[src/rtl/anflt_pkg.sv]
package anflt_pkg;

    // Widths of the result fields on the ports.
    localparam int unsigned IDX_W  = 32;
    localparam int unsigned POS_W  = 20;

    // Character codes the lexer reacts to.
    localparam logic [7:0] CH_PLUS   = 8'h2B;
    localparam logic [7:0] CH_STAR   = 8'h2A;
    localparam logic [7:0] CH_COMMA  = 8'h2C;
    localparam logic [7:0] CH_OPEN   = 8'h28;
    localparam logic [7:0] CH_CLOSE  = 8'h29;
    localparam logic [7:0] CH_SQ_OPEN  = 8'h5B;
    localparam logic [7:0] CH_SQ_CLOSE = 8'h5D;
    localparam logic [7:0] CH_LOW_X  = 8'h78;
    localparam logic [7:0] CH_UP_X   = 8'h58;
    localparam logic [7:0] CH_UNDER  = 8'h5F;
    localparam logic [7:0] CH_SPACE  = 8'h20;
    localparam logic [7:0] CH_TAB    = 8'h09;
    localparam logic [7:0] CH_CR     = 8'h0D;
    localparam logic [7:0] CH_ZERO   = 8'h30;
    localparam logic [7:0] CH_ONE    = 8'h31;
    localparam logic [7:0] CH_NINE   = 8'h39;

    typedef enum logic [3:0] {
        KIND_NUMVAR  = 4'd0,
        KIND_NAMED   = 4'd1,
        KIND_PLUS    = 4'd2,
        KIND_STAR    = 4'd3,
        KIND_COMMA   = 4'd4,
        KIND_CONST0  = 4'd5,
        KIND_CONST1  = 4'd6,
        KIND_LINEEND = 4'd7,
        KIND_ERROR   = 4'd8
    } t_kind;

    typedef enum logic [3:0] {
        ERR_NONE         = 4'd0,
        ERR_NESTED       = 4'd1,
        ERR_STRAY_CLOSE  = 4'd2,
        ERR_PLUS_IN_BR   = 4'd3,
        ERR_BARE_NUMBER  = 4'd4,
        ERR_INDEX_BIG    = 4'd5,
        ERR_BAD_XPAREN   = 4'd6,
        ERR_OPEN_SQUARE  = 4'd7,
        ERR_BARE_X       = 4'd8,
        ERR_BAD_CHAR     = 4'd9,
        ERR_OPEN_BRACKET = 4'd10,
        ERR_LINE_LONG    = 4'd11
    } t_err;

    typedef struct packed {
        t_kind              kind;
        logic [IDX_W-1:0]   index_val;
        logic [POS_W-1:0]   start_pos;
        logic [POS_W-1:0]   name_length;
        t_err               err;
        logic               last;
    } t_result;

    // Results produced by one accepted request: up to two, in order.
    typedef struct packed {
        logic [1:0] cnt;
        t_result    res1;
        t_result    res0;
    } t_lex_out;

    // Occupancy of the result queue.
    typedef struct packed {
        logic [2:0] count;
        logic       full_for_two;
    } t_q_status;

    function automatic t_result mk_res(t_kind k, logic [IDX_W-1:0] idx,
                                       logic [POS_W-1:0] st, logic [POS_W-1:0] ln,
                                       t_err e);
        t_result r;
        r.kind        = k;
        r.index_val   = idx;
        r.start_pos   = st;
        r.name_length = ln;
        r.err         = e;
        r.last        = 1'b0;
        return r;
    endfunction

endpackage

[src/rtl/anflt_lexer.sv]
module anflt_lexer
    import anflt_pkg::*;
#(
    parameter int unsigned POS_BITS   = 20,
    parameter int unsigned INDEX_BITS = 32
) (
    input  logic       i_clk,
    input  logic       i_rst_n,
    input  logic       i_accept,
    input  logic [7:0] i_ch,
    input  logic       i_end_of_line,
    output t_lex_out   o_lex
);

    localparam int unsigned AW = INDEX_BITS + 4;

    typedef enum logic [4:0] {
        MODE_IDLE   = 5'b00001,
        MODE_NUMBER = 5'b00010,
        MODE_WORD   = 5'b00100,
        MODE_XPAREN = 5'b01000,
        MODE_SQUARE = 5'b10000
    } t_mode;

    t_mode                 r_mode, n_mode;
    logic                  r_inb, n_inb;
    logic [POS_BITS-1:0]   r_pos, n_pos;
    logic [POS_BITS-1:0]   r_begin, n_begin;
    logic [INDEX_BITS-1:0] r_acc, n_acc;
    logic                  r_xd, n_xd;
    logic                  r_digit_seen, n_digit_seen;
    logic                  r_fail, n_fail;

    t_result               res [2];
    logic [1:0]            cnt;
    logic                  do_idle;

    logic                  is_digit, is_alpha, is_word, is_blank, is_x;
    logic [AW-1:0]         acc_ext, prod;
    logic                  acc_ovf;
    logic [31:0]           len32, sq_len32;
    logic                  len_is_one;
    logic [IDX_W-1:0]      acc_out;
    logic [POS_W-1:0]      begin_out;

    assign is_digit = (i_ch >= CH_ZERO) && (i_ch <= CH_NINE);
    assign is_alpha = ((i_ch >= 8'h61) && (i_ch <= 8'h7A)) ||
                      ((i_ch >= 8'h41) && (i_ch <= 8'h5A));
    assign is_word  = is_alpha || is_digit || (i_ch == CH_UNDER);
    assign is_blank = (i_ch == CH_SPACE) || (i_ch == CH_TAB) || (i_ch == CH_CR);
    assign is_x     = (i_ch == CH_LOW_X) || (i_ch == CH_UP_X);

    // Decimal accumulate: acc * 10 + digit, with overflow above the index range.
    assign acc_ext = AW'(r_acc);
    assign prod    = (acc_ext << 3) + (acc_ext << 1) + AW'(i_ch[3:0]);
    assign acc_ovf = |prod[AW-1:INDEX_BITS];

    assign len32      = 32'(r_pos) - 32'(r_begin);
    assign sq_len32   = len32 + 32'd1;
    assign len_is_one = (r_pos == r_begin + POS_BITS'(1));
    assign acc_out    = IDX_W'(r_acc);
    assign begin_out  = POS_W'(32'(r_begin));

    always_comb begin
        n_mode       = r_mode;
        n_inb        = r_inb;
        n_pos        = r_pos;
        n_begin      = r_begin;
        n_acc        = r_acc;
        n_xd         = r_xd;
        n_digit_seen = r_digit_seen;
        n_fail       = r_fail;
        res[0]       = mk_res(KIND_LINEEND, '0, '0, '0, ERR_NONE);
        res[1]       = mk_res(KIND_LINEEND, '0, '0, '0, ERR_NONE);
        cnt          = 2'd0;
        do_idle      = 1'b0;

        if (i_accept) begin
            if (i_end_of_line) begin
                if (r_fail) begin
                    res[0] = mk_res(KIND_LINEEND, '0, '0, '0, ERR_NONE);
                    cnt    = 2'd1;
                end else begin
                    // Flush whatever token is pending.
                    unique case (r_mode)
                        MODE_NUMBER: begin
                            res[0] = mk_res(r_acc[0] ? KIND_CONST1 : KIND_CONST0,
                                            '0, '0, '0, ERR_NONE);
                            cnt    = 2'd1;
                        end
                        MODE_WORD: begin
                            if (r_xd && len_is_one) begin
                                res[0] = mk_res(KIND_ERROR, '0, '0, '0, ERR_BARE_X);
                                n_fail = 1'b1;
                            end else if (r_xd) begin
                                res[0] = mk_res(KIND_NUMVAR, acc_out, '0, '0, ERR_NONE);
                            end else begin
                                res[0] = mk_res(KIND_NAMED, '0, begin_out,
                                                len32[POS_W-1:0], ERR_NONE);
                            end
                            cnt = 2'd1;
                        end
                        MODE_XPAREN: begin
                            res[0] = mk_res(KIND_ERROR, '0, '0, '0, ERR_BAD_XPAREN);
                            n_fail = 1'b1;
                            cnt    = 2'd1;
                        end
                        MODE_SQUARE: begin
                            res[0] = mk_res(KIND_ERROR, '0, '0, '0, ERR_OPEN_SQUARE);
                            n_fail = 1'b1;
                            cnt    = 2'd1;
                        end
                        default: begin
                        end
                    endcase
                    if (!n_fail) begin
                        if (r_inb) begin
                            res[cnt[0]] = mk_res(KIND_ERROR, '0, '0, '0, ERR_OPEN_BRACKET);
                        end else begin
                            res[cnt[0]] = mk_res(KIND_LINEEND, '0, '0, '0, ERR_NONE);
                        end
                        cnt = cnt + 2'd1;
                    end
                end
                // Every end of line returns the lexer to a fresh line.
                n_mode       = MODE_IDLE;
                n_inb        = 1'b0;
                n_pos        = '0;
                n_begin      = '0;
                n_acc        = '0;
                n_xd         = 1'b0;
                n_digit_seen = 1'b0;
                n_fail       = 1'b0;
            end else if (!r_fail) begin
                if (&r_pos) begin
                    res[0] = mk_res(KIND_ERROR, '0, '0, '0, ERR_LINE_LONG);
                    cnt    = 2'd1;
                    n_fail = 1'b1;
                    n_mode = MODE_IDLE;
                end else begin
                    n_pos = r_pos + POS_BITS'(1);
                    unique case (r_mode)
                        MODE_NUMBER: begin
                            if (is_digit) begin
                                res[0] = mk_res(KIND_ERROR, '0, '0, '0, ERR_BARE_NUMBER);
                                n_fail = 1'b1;
                                n_mode = MODE_IDLE;
                            end else begin
                                res[0] = mk_res(r_acc[0] ? KIND_CONST1 : KIND_CONST0,
                                                '0, '0, '0, ERR_NONE);
                                n_mode  = MODE_IDLE;
                                do_idle = 1'b1;
                            end
                            cnt = 2'd1;
                        end
                        MODE_WORD: begin
                            if (is_word) begin
                                if (r_xd) begin
                                    if (is_digit) begin
                                        n_acc = prod[INDEX_BITS-1:0];
                                        if (acc_ovf) begin
                                            res[0] = mk_res(KIND_ERROR, '0, '0, '0,
                                                            ERR_INDEX_BIG);
                                            cnt    = 2'd1;
                                            n_fail = 1'b1;
                                            n_mode = MODE_IDLE;
                                        end
                                    end else begin
                                        n_xd = 1'b0;
                                    end
                                end
                            end else if (r_xd && len_is_one) begin
                                if (i_ch == CH_OPEN) begin
                                    n_mode       = MODE_XPAREN;
                                    n_acc        = '0;
                                    n_digit_seen = 1'b0;
                                end else if (i_ch == CH_SQ_OPEN) begin
                                    n_mode = MODE_SQUARE;
                                end else begin
                                    res[0] = mk_res(KIND_ERROR, '0, '0, '0, ERR_BARE_X);
                                    cnt    = 2'd1;
                                    n_fail = 1'b1;
                                    n_mode = MODE_IDLE;
                                end
                            end else if (i_ch == CH_SQ_OPEN) begin
                                n_mode = MODE_SQUARE;
                            end else begin
                                if (r_xd) begin
                                    res[0] = mk_res(KIND_NUMVAR, acc_out, '0, '0, ERR_NONE);
                                end else begin
                                    res[0] = mk_res(KIND_NAMED, '0, begin_out,
                                                    len32[POS_W-1:0], ERR_NONE);
                                end
                                cnt     = 2'd1;
                                n_mode  = MODE_IDLE;
                                do_idle = 1'b1;
                            end
                        end
                        MODE_XPAREN: begin
                            if (is_digit) begin
                                n_digit_seen = 1'b1;
                                n_acc        = prod[INDEX_BITS-1:0];
                                if (acc_ovf) begin
                                    res[0] = mk_res(KIND_ERROR, '0, '0, '0, ERR_INDEX_BIG);
                                    cnt    = 2'd1;
                                    n_fail = 1'b1;
                                    n_mode = MODE_IDLE;
                                end
                            end else if ((i_ch == CH_CLOSE) && r_digit_seen) begin
                                res[0] = mk_res(KIND_NUMVAR, acc_out, '0, '0, ERR_NONE);
                                cnt    = 2'd1;
                                n_mode = MODE_IDLE;
                            end else begin
                                res[0] = mk_res(KIND_ERROR, '0, '0, '0, ERR_BAD_XPAREN);
                                cnt    = 2'd1;
                                n_fail = 1'b1;
                                n_mode = MODE_IDLE;
                            end
                        end
                        MODE_SQUARE: begin
                            if (i_ch == CH_SQ_CLOSE) begin
                                res[0] = mk_res(KIND_NAMED, '0, begin_out,
                                                sq_len32[POS_W-1:0], ERR_NONE);
                                cnt    = 2'd1;
                                n_mode = MODE_IDLE;
                            end
                        end
                        default: begin
                            do_idle = 1'b1;
                        end
                    endcase

                    // Character seen between tokens.
                    if (do_idle && !is_blank) begin
                        priority if (i_ch == CH_OPEN) begin
                            if (r_inb) begin
                                res[cnt[0]] = mk_res(KIND_ERROR, '0, '0, '0, ERR_NESTED);
                                cnt         = cnt + 2'd1;
                                n_fail      = 1'b1;
                            end else begin
                                n_inb = 1'b1;
                            end
                        end else if (i_ch == CH_CLOSE) begin
                            if (!r_inb) begin
                                res[cnt[0]] = mk_res(KIND_ERROR, '0, '0, '0,
                                                     ERR_STRAY_CLOSE);
                                cnt         = cnt + 2'd1;
                                n_fail      = 1'b1;
                            end else begin
                                n_inb = 1'b0;
                            end
                        end else if (i_ch == CH_PLUS) begin
                            if (r_inb) begin
                                res[cnt[0]] = mk_res(KIND_ERROR, '0, '0, '0, ERR_PLUS_IN_BR);
                                n_fail      = 1'b1;
                            end else begin
                                res[cnt[0]] = mk_res(KIND_PLUS, '0, '0, '0, ERR_NONE);
                            end
                            cnt = cnt + 2'd1;
                        end else if (i_ch == CH_STAR) begin
                            res[cnt[0]] = mk_res(KIND_STAR, '0, '0, '0, ERR_NONE);
                            cnt         = cnt + 2'd1;
                        end else if (i_ch == CH_COMMA) begin
                            res[cnt[0]] = mk_res(KIND_COMMA, '0, '0, '0, ERR_NONE);
                            cnt         = cnt + 2'd1;
                        end else if (is_digit) begin
                            if ((i_ch == CH_ZERO) || (i_ch == CH_ONE)) begin
                                n_mode       = MODE_NUMBER;
                                n_acc        = INDEX_BITS'(i_ch[0]);
                                n_digit_seen = 1'b1;
                            end else begin
                                res[cnt[0]] = mk_res(KIND_ERROR, '0, '0, '0,
                                                     ERR_BARE_NUMBER);
                                cnt         = cnt + 2'd1;
                                n_fail      = 1'b1;
                            end
                        end else if (is_alpha || (i_ch == CH_UNDER)) begin
                            n_mode  = MODE_WORD;
                            n_begin = r_pos;
                            n_acc   = '0;
                            n_xd    = is_x;
                        end else begin
                            res[cnt[0]] = mk_res(KIND_ERROR, '0, '0, '0, ERR_BAD_CHAR);
                            cnt         = cnt + 2'd1;
                            n_fail      = 1'b1;
                        end
                    end
                end
            end
        end

        if (cnt == 2'd1) begin
            res[0].last = 1'b1;
        end else if (cnt == 2'd2) begin
            res[1].last = 1'b1;
        end
    end

    assign o_lex.cnt  = cnt;
    assign o_lex.res0 = res[0];
    assign o_lex.res1 = res[1];

    always_ff @(posedge i_clk) begin
        if (!i_rst_n) begin
            r_mode       <= MODE_IDLE;
            r_inb        <= 1'b0;
            r_pos        <= '0;
            r_begin      <= '0;
            r_acc        <= '0;
            r_xd         <= 1'b0;
            r_digit_seen <= 1'b0;
            r_fail       <= 1'b0;
        end else begin
            r_mode       <= n_mode;
            r_inb        <= n_inb;
            r_pos        <= n_pos;
            r_begin      <= n_begin;
            r_acc        <= n_acc;
            r_xd         <= n_xd;
            r_digit_seen <= n_digit_seen;
            r_fail       <= n_fail;
        end
    end

endmodule

[src/rtl/anflt_outq.sv]
module anflt_outq
    import anflt_pkg::*;
(
    input  logic      i_clk,
    input  logic      i_rst_n,
    input  t_lex_out  i_lex,
    input  logic      i_pop,
    output t_result   o_head,
    output logic      o_valid,
    output t_q_status o_status
);

    localparam int unsigned DEPTH = 4;

    t_result    r_mem [DEPTH];
    logic [1:0] r_wp, n_wp;
    logic [1:0] r_rp, n_rp;
    logic [2:0] r_count, n_count;
    logic       pop;

    assign o_valid = (r_count != 3'd0);
    assign pop     = i_pop && o_valid;
    assign o_head  = r_mem[r_rp];

    // Room for two results is kept so that any request can be taken.
    assign o_status.count        = r_count;
    assign o_status.full_for_two = (r_count > 3'd2);

    always_comb begin
        n_wp    = r_wp + i_lex.cnt;
        n_rp    = r_rp + {1'b0, pop};
        n_count = r_count + {1'b0, i_lex.cnt} - {2'b00, pop};
    end

    always_ff @(posedge i_clk) begin
        if (i_lex.cnt != 2'd0) begin
            r_mem[r_wp] <= i_lex.res0;
        end
        if (i_lex.cnt == 2'd2) begin
            r_mem[r_wp + 2'd1] <= i_lex.res1;
        end
    end

    always_ff @(posedge i_clk) begin
        if (!i_rst_n) begin
            r_wp    <= '0;
            r_rp    <= '0;
            r_count <= '0;
        end else begin
            r_wp    <= n_wp;
            r_rp    <= n_rp;
            r_count <= n_count;
        end
    end

endmodule

[src/rtl/anf_line_tokenizer.sv]
// A request's results are written into the result queue when it is accepted
// and offered from its head. Throughput: one character per cycle unless input
// is stalled; a request may yield two results (a flushed token and the next one).
// The four-entry result queue stalls input when fewer than two places are free.
// Reset: synchronous, active low; lexer state and the result queue are cleared.
module anf_line_tokenizer
    import anflt_pkg::*;
#(
    parameter int unsigned POS_BITS   = 20,
    parameter int unsigned INDEX_BITS = 32
) (
    input  logic        i_clk,
    input  logic        i_rst_n,
    input  logic        i_in_valid,
    output logic        o_in_stall,
    input  logic [7:0]  i_ch,
    input  logic        i_end_of_line,
    output logic        o_out_valid,
    input  logic        i_out_stall,
    output logic [3:0]  o_token_kind,
    output logic [31:0] o_var_index,
    output logic [19:0] o_name_start,
    output logic [19:0] o_name_length,
    output logic [3:0]  o_error_code,
    output logic        o_last
);

    t_lex_out  lex;
    t_result   head;
    t_q_status qstat;
    logic      accept;

    // A request is taken whenever the queue can absorb the worst case of two
    // results, independent of what the downstream side does this cycle.
    assign o_in_stall = qstat.full_for_two;
    assign accept     = i_in_valid && !o_in_stall;

    // The lexer state registers are updated in the same cycle a character is
    // accepted; the results it produces land directly in the queue.
    anflt_lexer #(
        .POS_BITS   (POS_BITS),
        .INDEX_BITS (INDEX_BITS)
    ) u_lexer (
        .i_clk         (i_clk),
        .i_rst_n       (i_rst_n),
        .i_accept      (accept),
        .i_ch          (i_ch),
        .i_end_of_line (i_end_of_line),
        .o_lex         (lex)
    );

    // The queue head is the output register that decouples the two sides.
    anflt_outq u_outq (
        .i_clk    (i_clk),
        .i_rst_n  (i_rst_n),
        .i_lex    (lex),
        .i_pop    (!i_out_stall),
        .o_head   (head),
        .o_valid  (o_out_valid),
        .o_status (qstat)
    );

    assign o_token_kind  = head.kind;
    assign o_var_index   = head.index_val;
    assign o_name_start  = head.start_pos;
    assign o_name_length = head.name_length;
    assign o_error_code  = head.err;
    assign o_last        = head.last;

`ifndef SYNTHESIS
    a_queue_bound : assert property (@(posedge i_clk) disable iff (!i_rst_n)
        qstat.count <= 3'd4)
        else $error("result queue overflow");

    a_eol_result : assert property (@(posedge i_clk) disable iff (!i_rst_n)
        (accept && i_end_of_line) |-> (lex.cnt != 2'd0))
        else $error("end of line produced no result");

    a_no_result_idle : assert property (@(posedge i_clk) disable iff (!i_rst_n)
        !accept |-> (lex.cnt == 2'd0))
        else $error("result produced without an accepted request");

    a_reset_empty : assert property (@(posedge i_clk)
        !i_rst_n |=> !o_out_valid)
        else $error("results visible after reset");
`endif

endmodule

[config.mk]
export PLATFORM = sky130hd
export DESIGN_NAME = anf_line_tokenizer
export DESIGN_NICKNAME = d
export VERILOG_FILES = /design/src/rtl/anflt_pkg.sv /design/src/rtl/anflt_lexer.sv /design/src/rtl/anflt_outq.sv /design/src/rtl/anf_line_tokenizer.sv
export SDC_FILE = /design/constraint.sdc
export NUM_CORES = 1
export LEC_CHECK = 0
export ABC_AREA = 1
export BUFFER_PORTS_ARGS = -buffer_cell sky130_fd_sc_hd__buf_2
export CORE_MARGIN = 2
export CORE_UTILIZATION = 50
export CTS_BUF_LIST = sky130_fd_sc_hd__clkbuf_4
export CTS_CLUSTER_SIZE = 10
export DETAILED_ROUTE_END_ITERATION = 10
export PLACE_DENSITY = 0.67
export SLEW_MARGIN = 25
export SYNTH_ARGS = -nofsm -noshare
export SYNTH_HDL_FRONTEND = slang
export SYNTH_SLANG_ARGS = --single-unit
[constraint.sdc]
create_clock -name i_clk -period 6.1 [get_ports i_clk]
set_clock_uncertainty 0.1 [all_clocks]
set_input_delay 1.22 -clock i_clk [delete_from_list [all_inputs] [get_ports i_clk]]
set_output_delay 1.22 -clock i_clk [all_outputs]
set_load 0.005 [all_outputs]
==> flow_metrics.tcl, run 1 <==
set metrics [dict create \
    m1WireLength_um 43200 \
    yosysTopAreaCell "dfxtp_1" \
    ys.flop_type "dfxtp_1" \
    final_max_slew_viol_count 0 \
    syn_to_final_growth_pct 10.5 \
    wirelength_um 96000 \
    met3_length_um 8770 \
    vias 30000 \
    first_pass_iters 6 \
    num_rows 85 \
    hold_viol_final 0 \
    dp_hpwl_um 63800 \
    synth_top_family_by_area "simple AND/OR/NAND/NOR gates" \
    relSlewSlack_pct 29.4 \
    cp.arrival_ns 6.30 \
    powerDensity_mw_per_mm2 361 \
    yosysMostFrequentCell "nand2_1" \
    async_flop_share_pct 0 \
    yosysWarnings 0 \
    clk-insertion-delay-late_ns 0.94 \
    clock-sinks 412 \
    synthSimpleGateAreaFrac_pct 34.7 \
    synth_top_area_share_pct 27.6 \
    via_per_inst 5.91 \
    syn_avg_cell_area_um2 6.44 \
    synth_compound_area_share_pct 17.7 \
    root_buffer "clkbuf_4" \
    cpMostUsedCell "nand2_1" \
    fin_util_pct 56.0 \
    crit_fanout 40 \
    cp-end-kind "flip-flop" \
    finalCriticalPeriod_ns 5.56 \
    ant_nets 0 \
    synth.area.mux_share_pct 0 \
    max_freq_mhz 180 \
    drcViolationCount 0 \
    antenna_found_initial 2 \
    path_class "reg2reg" \
    numCtsBuffers 113 \
    grt_pass1_vias 26800 \
    place.gp.congestion 0.981 \
    start_kind "flip-flop" \
    syn_nets 4354 \
    synth_edf_count 36 \
    ys_types 63 \
    worst_pin_slew_ns 1.06 \
    drt_iter0_markers 3280 \
    period_share_pct 91.2 \
    synth.top_cells.by_area "dfxtp_1 (28%), nand2_1 (13%), nand3_1 (13%)" \
    hp-class "reg2reg" \
    ys_seq_elements 412 \
    p_leak_nw 14.1 \
    ys_seq_area_share_pct 31.5 \
    final_cell_area_mm2 0.0302 \
    ctsLongestPathBuffers 3 \
    worstPathRequired_ns 6.84 \
    cts_hold_repair.buffers 0 \
    die_h_um 238 \
    wl_met2_um 41800 \
    ys_top_cells_by_count "nand2_1 (925), nand3_1 (686), nor2_1 (455)" \
    grt_usage_pct 33.1 \
    synthXorXnorAreaFrac_pct 1.73 \
    synthCells 4242 \
    cts_resized 0 \
    dpl_cell_area_mm2 0.0286 \
    fin_nets 4398 \
    overflow 0 \
    cp_slowest_cell "fa_1" \
    post_cts_buffers 0 \
    grt_pass1_wl_um 150000 \
    start_util_pct 50.7 \
    tritoncts "done" \
    die_area_mm2 0.0565 \
    placement.io_buffers 95 \
    drive_above_1_share_pct 10.8 \
    grt_max_degree 110 \
    core_mm2 0.0539 \
    synth_area_mm2 0.0273 \
    report.final.setup_viol 0 \
    io_pins 96 \
    critPathMaxStageDelay_ns 0.52 \
    clkSlewWorstSetupHoldPaths_ns 0.07 \
    top_layer_used "met4" \
    max-cap-violations 0 \
    rsz0062_at_grt "false" \
    synth_fa_ha_area_share_pct 4.64 \
    status "completed" \
    drt-wirelength-per-cell_um 18.9 \
    ir_drop_v 0.000346 \
    htree_levels 3 \
    die-width_um 238 \
]
area by class of cell:
class                      instances  area, um2
timing repair buffer             211       1670
tap                              696        871
antenna                            4       10.0
multi-input combinational       3202      16200
fill                            5537      23700
inverter                         346       1310
clock buffer                     178       1340
sequential                       412       8610
clock inverter                    28        200
report_power, final:
part           internal, mW  switching [mW]  total (mW)  leakage, nW
logic                  1.46            2.66        4.12         9.81
registers              3.60           0.479        4.08         3.38
clock network          1.41            1.27        2.68        0.918
logic make-up (layout without fill, tap and decap cells):
family	count (synthesis)	in the layout
simple gates	2200	2200
compound gates	849	849
buf+inv	628	763
flops	412	412
fa+ha+maj	99	99
xor+xnor	54	54
other cells	0	4
worst paths after layout:
check / start / endpoint / slack, ns / cells after the start
min reg2reg: u_outq.r_mem[1][27] / u_outq.r_mem[1][27] / 0.36 / 2
max reg2reg: u_lexer.acc_out[2] / u_outq.r_mem[2][31] / 0.54 / 42
max: u_lexer.acc_out[2] / u_outq.r_mem[2][31] / 0.54 / 42
min: u_outq.r_mem[1][27] / u_outq.r_mem[1][27] / 0.36 / 2
sequential cells by signal, summed over array words and instances (netlist names):
register and count:
u_lexer.r_fail 1, u_lexer.r_pos 20, u_lexer.acc_out 32, u_lexer.begin_out 20
u_outq.r_count 3, u_outq.r_rp 2, u_lexer.r_mode 5, u_outq.r_wp 2
u_outq.r_mem 324, u_lexer.r_digit_seen 1, u_lexer.r_xd 1, u_lexer.r_inb 1
cells in the final DEF (no fill, tap or decap), types with 19 or more instances in the layout:
cell,n
o31ai_1,24
dfxtp_1,373
xor2_1,33
o21ai_0,333
ha_1,95
buf_12,26
clkbuf_4,178
clkinv_1,22
nand3_1,686
a21oi_1,226
inv_1,328
o22ai_1,96
buf_2,95
nor2_1,450
o21ai_1,31
nand2_1,922
o211ai_1,34
buf_4,90
xnor2_1,21
a22oi_1,19
edfxtp_1,36
nor3_1,33
nand4_1,39
critical path, delay by kind of cell (launching register included):
kind	cells	cell delay, ns
simple gates	29	2.42
compound gates	2	0.25
fa+ha+maj	3	1.09
buf+inv	8	1.12
flops	1	0.48
metal layers:
metal / vias up / GRT usage, %
li1: 14500 / -
met1: 13900 / 47.1
met2: 1391 / 50.6
met3: 184 / 6.24
met4: 0 / 9.74
met5: - / 0
through the flow:
step	setup WS (ns)	setup TNS [ns]	power [mW]	hold WS, ns	cells
floorplan	0.419	0	6.72	0.340	4242
global placement	0.0345	0	8.11	0.348	4866
detailed placement	-0.0580	-1.47	8.17	0.351	4867
CTS	0.624	0	10.9	0.362	5073
global route	0.0428	0	11.6	0.376	5077
finish	0.536	0	10.9	0.361	5077
Note: power is estimated with default switching activity, not from simulation.
==> run 2, diff against run 1 <==
- PLACE_DENSITY: 0.67 -> default
- PLACE_DENSITY_LB_ADDON: default -> 0.08
- clock period: 6.1 -> 6.4 ns (I/O delays scaled with it)
==> run 2 against run 1 <==
  * Critical endpoint is now u_outq.r_mem[0][80]
  * Sequential share of layout area is 0.43 points higher
  * Via count is 1.3% lower
  * Die area stayed put
  * Power is 5.5% lower
  * Cell area is 1.5% lower
  * Global-route usage is 0.42 points higher
  * Largest cell class unchanged
  * Register-to-register slack better by 0.10 ns
  * Worst setup slack better by 0.10 ns
  * Worst hold slack hardly changed
  * Critical path type unchanged
  * Cell count is 0.81% lower
==> flow_metrics.tcl, run 2 (synthesized netlist as in run 1, its figures left out) <==
set metrics [dict create \
    status "completed" \
    htree_levels 3 \
    finalCriticalPeriod_ns 5.76 \
    path_class "reg2reg" \
    grt_max_degree 100 \
    vias 29600 \
    cpMostUsedCell "nand2_1" \
    clock-sinks 412 \
    crit_fanout 36 \
    placement.io_buffers 95 \
    grt_usage_pct 33.5 \
    drcViolationCount 0 \
    report.final.setup_viol 0 \
    top_layer_used "met5" \
    fin_nets 4370 \
    hold_viol_final 0 \
    start_kind "flip-flop" \
    drt_iter0_markers 3403 \
    fillers 5677 \
    clk-insertion-delay-late_ns 0.92 \
    numCtsBuffers 112 \
    cp_slowest_cell "dfxtp_1" \
    first_pass_iters 5 \
    p_leak_nw 13.9 \
    root_buffer "clkbuf_4" \
    hp-class "reg2reg" \
    preCtsSetupSlack_ns 0.116 \
    tns_ns 0 \
    die_area_mm2 0.0565 \
    rsz0062_at_grt "false" \
    dp_hpwl_um 62900 \
    min_from "u_outq.r_mem[1][74]" \
    grt_pass1_vias 27100 \
    setup_slack_ns 0.641 \
    cp.arrival_ns 6.30 \
    largest_reg_flops 324 \
    powerDensity_mw_per_mm2 346 \
    syn_to_final_growth_pct 8.85 \
    ant_nets 0 \
    max_freq_mhz 174 \
    worstPathRequired_ns 6.94 \
    antenna_found_initial 2 \
    overflow 0 \
    die_h_um 238 \
    crit_path_start "u_lexer.acc_out[0]" \
    tritoncts "done" \
    clkSlewWorstSetupHoldPaths_ns 0.07 \
    grt_pass1_wl_um 152000 \
    worst_pin_slew_ns 1.06 \
    drt-wirelength-per-cell_um 19.2 \
    p_total_mw 10.3 \
    io_pins 96 \
    cp-end-kind "flip-flop" \
    relSlewSlack_pct 29.4 \
    ctsLongestPathBuffers 3 \
    worst-path-buf-inv 7 \
    critPathMaxStageDelay_ns 0.57 \
    via_per_inst 5.88 \
    final_cell_area_mm2 0.0297 \
    final_cell_mix "nand2_1 (922), nand3_1 (686), nor2_1 (451), dfxtp_1 (373), o21ai_0 (333)" \
    cts_hold_repair.buffers 0 \
    wl_met2_um 42100 \
    reg2reg_from "u_lexer.acc_out[0]" \
    place.gp.congestion 0.967 \
    num_rows 85 \
    mostFrequentLayoutCell "nand2_1" \
    met3_length_um 8120 \
    start_util_pct 50.7 \
    regMostFlops "u_outq.r_mem" \
    cts_resized 0 \
    max-cap-violations 0 \
    post_cts_buffers 0 \
    drive_above_1_share_pct 10.2 \
    wirelength_um 96600 \
    period_share_pct 90.0 \
    m1WireLength_um 44300 \
    ir_drop_v 0.000227 \
    final_max_slew_viol_count 0 \
    core_mm2 0.0539 \
    dpl_cell_area_mm2 0.0282 \
    die-width_um 238 \
    crit_family "simple AND/OR/NAND/NOR gates" \
]
[run 2: cell types whose count changed in the layout (fill, tap and decap cells not counted), moves of 2 or more]
cell,previous run,this run
buf_12,26,11
buf_4,90,76
clkbuf_4,178,174
clkinv_1,22,15
diode_2,4,1
inv_6,1,3
[run 2: worst paths after layout]
| kind | depth (start not counted) | slack, ns | end |
|---|---|---|---|
| max | 40 | 0.64 | u_outq.r_mem[0][80] |
| max reg2reg | 40 | 0.64 | u_outq.r_mem[0][80] |
| min | 2 | 0.36 | u_outq.r_mem[1][74] |
| min reg2reg | 2 | 0.36 | u_outq.r_mem[1][74] |
[run 2: metrics by stage]
step	hold WS, ns	cells	utilization, %
finish	0.360	5036	55.2
global route	0.381	5036	55.2
CTS	0.363	5034	55.1
detailed placement	0.353	4839	52.3
global placement	0.347	4839	52.3
floorplan	0.340	4242	-
[run 2: final cells by class]
class / instances / area, um2 / area share (%)
Multi-Input combinational cell: 3202 / 16200 / 54.4
Sequential cell: 412 / 8610 / 29.0
Clock buffer: 174 / 1310 / 4.39
Timing Repair Buffer: 184 / 1310 / 4.39
Inverter: 346 / 1300 / 4.38
Tap cell: 696 / 871 / 2.93
Clock inverter: 21 / 170 / 0.572
Antenna cell: 1 / 2.50 / 0.00842
[run 2: report_power, final]
group	total (mW)	switching [mW]	leakage, nW	internal [mW]
Combinational	3.89	2.55	9.59	1.33
Sequential	3.87	0.440	3.38	3.43
Clock	2.52	1.21	0.887	1.31
[run 2: routing by layer]
metal  GRT usage (%)  vias to the layer above
met4            9.47                        2
met1            48.2                    13700
met3            4.90                      157
met5               0                        -
li1                -                    14400
met2            52.0                     1259
[run 2: worst reg2reg max path: cells and delay by family, from the launching register on]
family / cells / cell delay [ns]
fa+ha+maj: 3 / 1.14
buf+inv: 7 / 1.03
compound gates: 3 / 0.40
flops: 1 / 0.57
simple gates: 27 / 2.26
